[src/rtl/rdc_pkg.sv]
package rdc_pkg;

	// Array and value space
	localparam int ARRAY_DEPTH = 1024;
	localparam int VALUE_COUNT = 1024;

	// Fixed field widths of the item and result beats
	localparam int POS_W      = 11;
	localparam int VALUE_IN_W = 10;
	localparam int CNT_W      = 11;
	localparam int STAMP_W    = 16;

	// Derived storage widths
	localparam int ADDR_W  = (ARRAY_DEPTH > 1) ? $clog2(ARRAY_DEPTH) : 1;
	localparam int VAL_W   = $clog2(VALUE_COUNT);
	localparam int SWEEP_N = (ARRAY_DEPTH > VALUE_COUNT) ? ARRAY_DEPTH : VALUE_COUNT;
	localparam int SWEEP_W = (SWEEP_N > 1) ? $clog2(SWEEP_N) : 1;

	// Item kinds carried on the input tuser
	localparam logic FUNC_WRITE = 1'b0;
	localparam logic FUNC_QUERY = 1'b1;

	typedef enum logic [2:0] {
		ST_CLEAR,
		ST_IDLE,
		ST_WIPE,
		ST_SCAN,
		ST_DRAIN,
		ST_FINISH
	} rdc_state_t;

	// Commands from the sequencer to the memory datapath
	typedef struct packed {
		logic               val_we;
		logic [ADDR_W-1:0]  val_waddr;
		logic [VAL_W-1:0]   val_wdata;
		logic               clear_seen;
		logic [SWEEP_W-1:0] clear_addr;
		logic               rd_issue;
		logic [ADDR_W-1:0]  rd_addr;
		logic               start;
		logic [STAMP_W-1:0] stamp;
	} rdc_ctl_t;

endpackage

[src/rtl/rdc_ctrl.sv]
module rdc_ctrl import rdc_pkg::*; (
	input  logic                  clk,
	input  logic                  arst_n,
	input  logic                  in_accept,
	input  logic                  func,
	input  logic [POS_W-1:0]      write_index,
	input  logic [VALUE_IN_W-1:0] write_value,
	input  logic [POS_W-1:0]      query_left,
	input  logic [POS_W-1:0]      query_right,
	input  logic                  busy,
	input  logic                  out_free,
	output logic                  ready,
	output logic                  load_out,
	output rdc_ctl_t              ctl
);

	rdc_state_t         state_q;
	rdc_state_t         state_d;
	logic [SWEEP_W-1:0] sweep_q;
	logic [ADDR_W-1:0]  scan_q;
	logic [ADDR_W-1:0]  hi_q;
	logic [STAMP_W-1:0] stamp_q;
	logic [POS_W-1:0]   lo_pos;
	logic [POS_W-1:0]   hi_pos;
	logic               empty;
	logic               wrap;
	logic               query_acc;
	logic               write_ok;
	logic               sweep_last;
	logic               wipe_last;

	// Range bounds after clamping to the array
	assign lo_pos = (query_left == '0) ? POS_W'(1) : query_left;
	assign hi_pos = (32'(query_right) > 32'(ARRAY_DEPTH)) ? POS_W'(ARRAY_DEPTH) : query_right;
	assign empty  = lo_pos > hi_pos;
	assign wrap   = (stamp_q == '1);

	assign query_acc = (state_q == ST_IDLE) && in_accept && (func == FUNC_QUERY);
	assign write_ok  = (write_index != '0) && (32'(write_index) <= 32'(ARRAY_DEPTH)) &&
		(32'(write_value) < 32'(VALUE_COUNT));

	assign sweep_last = (sweep_q == SWEEP_W'(SWEEP_N - 1));
	assign wipe_last  = (sweep_q == SWEEP_W'(VALUE_COUNT - 1));

	always_comb begin
		state_d = state_q;
		case (state_q)
			ST_CLEAR: begin
				if (sweep_last) begin
					state_d = ST_IDLE;
				end
			end
			ST_IDLE: begin
				if (query_acc) begin
					if (empty) begin
						state_d = ST_FINISH;
					end else if (wrap) begin
						state_d = ST_WIPE;
					end else begin
						state_d = ST_SCAN;
					end
				end
			end
			ST_WIPE: begin
				if (wipe_last) begin
					state_d = ST_SCAN;
				end
			end
			ST_SCAN: begin
				if (scan_q == hi_q) begin
					state_d = ST_DRAIN;
				end
			end
			ST_DRAIN: begin
				if (!busy) begin
					state_d = ST_FINISH;
				end
			end
			ST_FINISH: begin
				if (out_free) begin
					state_d = ST_IDLE;
				end
			end
			default: begin
				state_d = ST_CLEAR;
			end
		endcase
	end

	always_comb begin
		ready          = 1'b0;
		load_out       = 1'b0;
		ctl.val_we     = 1'b0;
		ctl.val_waddr  = ADDR_W'(sweep_q);
		ctl.val_wdata  = '0;
		ctl.clear_seen = 1'b0;
		ctl.clear_addr = sweep_q;
		ctl.rd_issue   = 1'b0;
		ctl.rd_addr    = scan_q;
		ctl.start      = 1'b0;
		ctl.stamp      = stamp_q;
		case (state_q)
			ST_CLEAR: begin
				ctl.val_we     = (32'(sweep_q) < 32'(ARRAY_DEPTH));
				ctl.clear_seen = (32'(sweep_q) < 32'(VALUE_COUNT));
			end
			ST_IDLE: begin
				ready         = 1'b1;
				ctl.val_we    = in_accept && (func == FUNC_WRITE) && write_ok;
				ctl.val_waddr = ADDR_W'(write_index - POS_W'(1));
				ctl.val_wdata = VAL_W'(write_value);
				ctl.start     = query_acc;
			end
			ST_WIPE: begin
				ctl.clear_seen = 1'b1;
			end
			ST_SCAN: begin
				ctl.rd_issue = 1'b1;
			end
			ST_DRAIN: begin
			end
			ST_FINISH: begin
				load_out = out_free;
			end
			default: begin
			end
		endcase
	end

	always_ff @(posedge clk or negedge arst_n) begin
		if (!arst_n) begin
			state_q <= ST_CLEAR;
			sweep_q <= '0;
			stamp_q <= '0;
			scan_q  <= '0;
			hi_q    <= '0;
		end else begin
			state_q <= state_d;
			if (state_q == ST_CLEAR || state_q == ST_WIPE) begin
				sweep_q <= sweep_q + SWEEP_W'(1);
			end
			if (query_acc) begin
				scan_q <= ADDR_W'(lo_pos - POS_W'(1));
				hi_q   <= ADDR_W'(hi_pos - POS_W'(1));
				if (!empty) begin
					sweep_q <= '0;
					stamp_q <= wrap ? STAMP_W'(1) : stamp_q + STAMP_W'(1);
				end
			end else if (state_q == ST_SCAN) begin
				scan_q <= scan_q + ADDR_W'(1);
			end
		end
	end

endmodule

[config.mk]
export PLATFORM = sky130hd
export DESIGN_NAME = rdc_ctrl
export DESIGN_NICKNAME = d
export VERILOG_FILES = /design/src/rtl/rdc_pkg.sv /design/src/rtl/rdc_ctrl.sv
export SDC_FILE = /design/constraint.sdc
export NUM_CORES = 1
export LEC_CHECK = 0
export BUFFER_PORTS_ARGS = -buffer_cell sky130_fd_sc_hd__clkbuf_2
export CORE_ASPECT_RATIO = 1.1
export CORE_MARGIN = 4
export CORE_UTILIZATION = 40
export CTS_BUF_LIST = sky130_fd_sc_hd__clkbuf_16
export DETAILED_ROUTE_END_ITERATION = 10
export PLACE_DENSITY_LB_ADDON = 0.3
export SETUP_SLACK_MARGIN = 0.5
export SYNTH_ARGS = -nofsm -noshare
export SYNTH_HDL_FRONTEND = slang
export SYNTH_SLANG_ARGS = --single-unit
[constraint.sdc]
create_clock -name clk -period 2.58 [get_ports clk]
set_clock_uncertainty 0.2 [all_clocks]
set_input_delay 0.516 -clock clk [delete_from_list [all_inputs] [get_ports clk]]
set_output_delay 0.516 -clock clk [all_outputs]
set_load 0.01 [all_outputs]
==> key figures <==
Setup path
  • Arrival time at the worst endpoint: 2.75 ns
  • Worst Path Max Fanout: 5
  • Slowest stage delay, CP: 0.55 ns
  • Slowest cell on crit path: or4_4
  • Worst setup path class: input pin to flop
  • Cell Chain, Critical Path: buf_6 > or4_4 > nor3_4 > a21oi_2 > ha_4 > nand3_4 > nor4_4 > a21oi_4 > or3_4 > mux2_4
  • Required @ worst endpoint: 2.56 ns
  • Crit. End Element: flop
  • Crit start category: input pin

Power and ir drop
  • Switch share: 0.417
  • Switch Pwr: 2090 µW
  • Worst vdd ir: 0.395 mV
  • Static leakage: 0.00270 µW
  • P per Cell Area: 863 nW/µm²
  • Reg power frac: 0.282
  • Internal power: 2920 µW
  • Comb pwr share: 0.583
  • Clock Power Share: 0.134

Clocking
  • H-tree Lvls: 2
  • Worst-Skew Late Latency: 0.29 ns
  • CTS tree: built
  • CTS root buffer: clkbuf_16
  • Max clock buf depth: 2
  • Num CTS Buffers: 5
  • CTS Hold Bufs: 0
  • CTS sink cnt: 49
  • Clock Pin Slew Worst Setup and Hold Paths: 0.07 ns

Timing
  • Final hold violations: 0
  • Tightest Pin Transition: 0.618 ns
  • Final setup fails: 29
  • Min Tclk post-route: 2.78 ns
  • RSZ-0062 raised after global routing: yes
  • Max_slew headroom: 0.585
  • Worst setup margin: -0.199 ns
  • Hold Slack: 0.123 ns
  • Setup TNS: -3.41 ns
  • Final period util: 1.08
  • FMAX: 360 MHz
  • Final-report max-slew violation count: 0

Layout
  • Layout area overhead: 64.3%
  • Filler cells: 628
  • Ant diodes: 0
  • Fin nets: 681
  • Layout cells sized above 1: 0.495
  • Core Util, Final: 0.682
  • Post-layout instance area: 5800 µm²

Drt
  • Wirelength per Cell: 16.8 µm
  • WL met1: 4770 µm
  • Routed Antenna Nets: 0
  • DRT iter0 DRCs: 130
  • Routed met2 length: 6460 µm
  • DRC: 0
  • Vias: 4004
  • DR vias/cell: 5.51
  • DR top layer: met4
  • Detailed Route WL: 12200 µm
  • Drt first pass iters: 5
  • Met3 wire len: 636 µm

Global route
  • Vias in the first global route: 3943
  • GRT Util Overall: 0.221
  • First-pass GRT wire length: 19200 µm
  • Initial antenna violation count: 0
  • Largest net degree at the start of global routing: 50
  • Congestion Overflow GR: 0

Synthesis
  • Post-synthesis async set-or-reset flop share: 1.00
  • Synth cell types: 53
  • Mean Syn Cell Area: 8.25 µm²
  • Syn nets: 494
  • EDFF count, synth: 0
  • Syn Std Cell Area: 3530 µm²
  • Ys flop type: dfrtp_1
  • Sequential share of the synthesized area: 0.347
  • Synth warn: 0
  • Cell count after synthesis: 428
  • #FFs+latches synth: 49

Floorplan
  • Die X: 97.6 µm
  • Starting density of the core: 0.415
  • Full die area: 10400 µm²
  • IO Count: 111
  • Chip height: 107 µm
  • Row cnt: 35
  • Core ar.: 8500 µm²

Status
  • Status: finished with violations
  • Failing checks: setup timing

Min path
  • Hold/Removal Path Class: input pin to async pin

Placed design
  • Pre-CTS WS: -0.517 ns
  • DP Area: 4660 µm²
  • Final Wtd Congestion: 0.917
  • Final HPWL DP: 8290 µm
  • Port-buffer cells: 110

Job
  • Max cap viols: 0
-- layer usage --
metal	GRT usage	vias up
li1	-	1901
met2	0.407	165
met4	0.0544	0
met3	0.0335	30
met5	0	-
met1	0.269	1908
-- cell families (layout without fill, tap and decap cells) --
logic type / count (synthesis) / after routing / synth area share
multiplexers: 1 / 1 / 0.00319
flip-flops: 49 / 49 / 0.347
adder cells (fa/ha/maj): 17 / 17 / 0.0603
XOR/XNOR: 47 / 47 / 0.117
AO/OA/AOI/OAI: 87 / 87 / 0.157
AND/OR/NAND/NOR: 191 / 191 / 0.270
buffers and inverters: 36 / 224 / 0.0447
-- final cells by class --
cell class | count | area (µm²) | share of cell area
Multi-Input combinational cell | 343 | 2690 | 0.463
Clock buffer | 5 | 125 | 0.0216
Clock inverter | 3 | 26.3 | 0.00453
Inverter | 12 | 57.6 | 0.00993
Tap cell | 111 | 139 | 0.0240
Sequential cell | 49 | 1230 | 0.211
Timing Repair Buffer | 204 | 1540 | 0.265
-- Yosys cell counts (all sizes together), types with 2 or more instances --
cell type | number | area (µm²)
a221o | 2 | 20.0
o21ai | 28 | 140
nor3 | 11 | 55.1
a211oi | 4 | 30.0
a31oi | 8 | 50.1
clkbuf | 19 | 71.3
nand2 | 56 | 210
and2 | 13 | 81.3
dfrtp | 49 | 1230
or3b | 2 | 17.5
xnor2 | 30 | 263
o21a | 2 | 15.0
nor4 | 5 | 31.3
buf | 5 | 36.3
or3 | 2 | 12.5
nand4 | 8 | 50.1
inv | 11 | 41.3
nor3b | 2 | 15.0
xor2 | 17 | 149
nor2 | 40 | 150
nor2b | 5 | 31.3
ha | 17 | 213
nand3 | 22 | 123
o31ai | 9 | 67.6
and3 | 13 | 81.3
a21oi | 22 | 110
nand3b | 4 | 30.0
-- stage by stage --
step	instances	power, µW
2_1_floorplan	428	2560
3_3_place_gp	687	3340
3_5_place_dp	687	3370
4_1_cts	715	4670
5_1_grt	727	5320
6_report	727	5010
-- registers in the layout, indices dropped and copies added, names as in the netlist --
name,flops
scan_q,10
stamp_q,16
hi_q,10
sweep_q,10
state_q,3
-- final timing paths --
| kind | startpoint | slack (ns) | to | cells after the start |
|---|---|---|---|---|
| max in group asynchronous | arst_n | 1.64 | hi_q[5] | 2 |
| hold / removal | arst_n | 0.12 | stamp_q[8] | 2 |
| hold reg to reg | stamp_q[4] | 0.30 | stamp_q[4] | 1 |
| setup reg to reg | state_q[1] | 0.16 | stamp_q[8] | 8 |
| setup / recovery | query_left[5] | -0.20 | stamp_q[0] | 10 |
| min in group clk | stamp_q[4] | 0.30 | stamp_q[4] | 1 |
-- critical path: cells and delay by family --
family / cells / cell delay (ns)
AO/OA/AOI/OAI: 2 / 0.17
adder cells (fa/ha/maj): 1 / 0.28
AND/OR/NAND/NOR: 5 / 1.42
multiplexers: 1 / 0.27
buffers and inverters: 1 / 0.09
-- placed cells by master, fill, tap and decap left out, types with 8 or more instances in the layout --
cell type  instances
a21oi_1           17
and2_4            11
and3_1            13
buf_2             10
buf_4             69
buf_6             32
clkbuf_2          83
dfrtp_1           49
ha_1              15
inv_1              8
nand2_1           42
nand2_2            8
nand3_1           18
nand4_1            8
nor2_1            30
o21ai_0           11
o21ai_1           10
xnor2_1           25
xor2_1            16
-- power by group through the flow --
stage / registers (µW) / clock network, µW / logic, µW
after floorplan: 1370 / 0 / 1190
after detailed placement: 1390 / 0 / 1980
after global placement: 1380 / 0 / 1950
after global routing: 1460 / 718 / 3150
final: 1410 / 673 / 2920
after CTS: 1400 / 679 / 2590
-- what timing repair did --
item / in CTS / in global routing
pin swaps: 32 / 28
setup endpoints to repair: 61 / 65
gates resized for setup: 90 / 88
buffers inserted: 18 / 12
gates cloned: 2 / 0
Note: power is estimated with default switching activity, not from simulation.
